===== config.mk =====
export PLATFORM = sky130hd
export DESIGN_NAME = efhm_ram
export DESIGN_NICKNAME = d
export VERILOG_FILES = /design/src/rtl/efhm_ram.sv
export SDC_FILE = /design/constraint.sdc
export NUM_CORES = 1
export LEC_CHECK = 0
export BUFFER_PORTS_ARGS = -buffer_cell sky130_fd_sc_hd__buf_4
export CAP_MARGIN = 15
export CELL_PAD_IN_SITES_DETAIL_PLACEMENT = 1
export CELL_PAD_IN_SITES_GLOBAL_PLACEMENT = 1
export CORE_MARGIN = 1
export CORE_UTILIZATION = 40
export CTS_BUF_LIST = sky130_fd_sc_hd__clkbuf_8
export DETAILED_ROUTE_END_ITERATION = 6
export PLACE_DENSITY = 0.7
export RECOVER_POWER = 25
export SLEW_MARGIN = 20
export SYNTH_ARGS = -nofsm -noshare
export SYNTH_HDL_FRONTEND = slang
export SYNTH_SLANG_ARGS = --single-unit

===== constraint.sdc =====
create_clock -name clk -period 1.75 [get_ports clk]
set_clock_uncertainty 0.15 [all_clocks]
set_input_delay 0.0875 -clock clk [delete_from_list [all_inputs] [get_ports clk]]
set_output_delay 0.0875 -clock clk [all_outputs]
set_load 0.02 [all_outputs]

===== src/rtl/efhm_ram.sv =====
// Generic single-port-write, registered-read RAM.
module efhm_ram #(
  parameter int WIDTH = 8,
  parameter int DEPTH = 16
) (
  input  logic                     clk,
  input  logic                     we,
  input  logic [$clog2(DEPTH)-1:0] waddr,
  input  logic [WIDTH-1:0]         wdata,
  input  logic [$clog2(DEPTH)-1:0] raddr,
  output logic [WIDTH-1:0]         rdata
);
  logic [WIDTH-1:0] mem [DEPTH];

  always_ff @(posedge clk) begin
    if (we) begin
      mem[waddr] <= wdata;
    end
    rdata <= mem[raddr];
  end
endmodule


==> metrics <==
H-tree lvl count 4; # setup viols final 0; CP bufs+invs 3; Final period util 95.1%; port bufs 25; critical path's largest stage delay 610 ps; die area 13300 sq um; WL/cell 21.1 microns; Clock Pin Slew Worst Setup and Hold Paths 80 ps; Area growth syn-to-layout 19.5%; actual slew at the worst max-slew pin 695 ps; Critical Path Sink Type register; crit-path cells dlygate4sd3_1, buf_4, nor2_1, dlygate4sd3_1, a22oi_1, nand2_1; Post-Synth XOR/XNOR Area 0%; HPWL after DPL 7.00 mm; via-per-instance ratio 5.07; worst path arrival time 1880 ps; share of cells above drive strength 1 27.4%; Adder-Cell Fraction of Synth Area 0%; final core occ 48.9%; Post-Synthesis Cells 229; Netlist Area Pre-Place 5150 sq um; Worst VDD drop 563 uV; Clock Tree Buf Depth 2; fin cells 482; crit path time final 1660 ps; Yosys warning count 0; RSZ-0062 raised after global routing false; core box area 12600 sq um; initial antenna violation count 0; placed cells 439; sequential area share after synthesis 77.8%; mux cell area share after synthesis 15.0%; Worst setup SP type primary input; clock root buffer master clkbuf_8; commonest cells after routing, fill and taps aside 128 x edfxtp_1, 33 x buf_4, 18 x mux4_2; Fin. Hold Viols 0; MaxCap Viol Count 0; Ports 26; largest net degree at the start of global routing 19; GPL Wtd Cong 0.718; compound-gate portion of the synthesized area 2.33%; Die X 115 microns; first-pass GRT wire length 16.1 mm; # clock sinks 136; vias in the first global route 2793; Design Power 6.69 mW; hold crit path type in2reg; setup TNS 0 ps; leakage 2.05 nW; CTS tree done; slew margin rel. 53.7%; count of state elements after synthesis 136; Pwr Density 1090 nW/um^2; CP top delay family buffers and inverters; simple-gate share of the synthesized area 3.18%; net count after synthesis 247; synth unique cells 19; antenna-violating nets left 0; setup repair bufs after CTS 0; worst skew pair latency 410 ps; # diodes 0; Max Fclk 601 MHz; outcome completed; Vert. Die Dim 115 microns; largest family of logic cells by synthesized area multiplexers; total congestion overflow 0; synthesized area per cell 22.5 sq um; gr usage total 17.5%; Iter 0 DRT Violations 130; Max FO, Critical Path 4; CTS buffer count 17; nets 315; cell mode on critical path dlygate4sd3_1; # DRC 0; CP max stage cell dlygate4sd3_1; DR vias 2446; fin. max-slew vios 0; Total Wirelength 10.2 mm; Critical Path RT 1960 ps; leading cell type in the layout, fill and taps excluded edfxtp_1; FP Rows 41; starting density of the core 41.0%; critical setup path kind in2reg; drt first pass iters 4
==> power breakdown <==
group          switching [mW]  total, mW  internal [mW]
Combinational           0.216      0.403          0.187
Clock                    1.21       2.62           1.42
Sequential             0.0262       3.66           3.64
==> worst register-to-register path, stage by stage, from the launching register on <==
cell      delay [ps]
edfxtp_1         370
mux4_1           550
a22oi_1          240
nand2_1           80
==> metrics by stage <==
stage / hold slack [ps] / cell area, sq um / setup WS [ps]
3_5_place_dp: 254 / 5670 / 67.5
4_1_cts: 17.9 / 6200 / 114
2_1_floorplan: 36.4 / 5150 / 19.6
5_1_grt: 19.7 / 6150 / 15.9
3_3_place_gp: 246 / 5670 / 88.5
6_report: 51.1 / 6150 / 86.0
==> kinds of logic after synthesis <==
group / count (synthesis)
AND/OR/NAND/NOR: 35
flip-flops: 136
multiplexers: 32
buffers and inverters: 10
AO/OA/AOI/OAI: 16
==> final timing paths <==
| kind | startpoint | slack (ps) | cells past startpoint | end |
|---|---|---|---|---|
| min reg2reg | mem[14][5] | 520 | 3 | rdata[5] |
| max | raddr[2] | 90 | 6 | rdata[4] |
| min | waddr[0] | 50 | 3 | mem[12][4] |
| max reg2reg | mem[0][1] | 260 | 3 | rdata[1] |
==> flip-flops by register name, summed over array words and instances (netlist names) <==
name	flops
mem	128
rdata	8
==> synthesized netlist by cell type <==
master / instances / area, sq um
edfxtp_1: 128 / 3840
mux4_2: 18 / 405
a22oi_1: 16 / 120
mux4_1: 14 / 368
nor2_1: 13 / 48.8
nand2_1: 9 / 33.8
dfxtp_1: 8 / 160
nor3_1: 4 / 20.0
buf_2: 3 / 15.0
buf_6: 3 / 33.8
clkdlybuf4s25_2: 3 / 30.0
nand2b_1: 2 / 12.5
nand3b_1: 2 / 15.0
and2_1: 1 / 6.26
and2b_1: 1 / 7.51
buf_4: 1 / 7.51
nand3_1: 1 / 5.00
nor2b_1: 1 / 6.26
or3b_2: 1 / 8.76
==> layout make-up <==
cell class	instances	area, sq um
multi-input combinational	83	1060
tap	172	215
clock inverter	15	179
clock buffer	17	234
sequential	136	4000
fill	1166	6420
timing repair buffer	59	463
==> per-layer routing <==
layer	vias to the layer above	wire length (microns)	GRT usage (%)
li1	1106	-	-
met1	1282	4570	22.3
met2	52	5150	29.0
met3	6	326	4.50
met4	0	136	6.67
met5	-	0	0
==> repair_timing <==
item                      in CTS  in global routing
hold buffers                  11                  0
resized for setup              0                  0
hold endpoints to repair     130                  0
No activity file was read; power rests on OpenSTA's default activity.
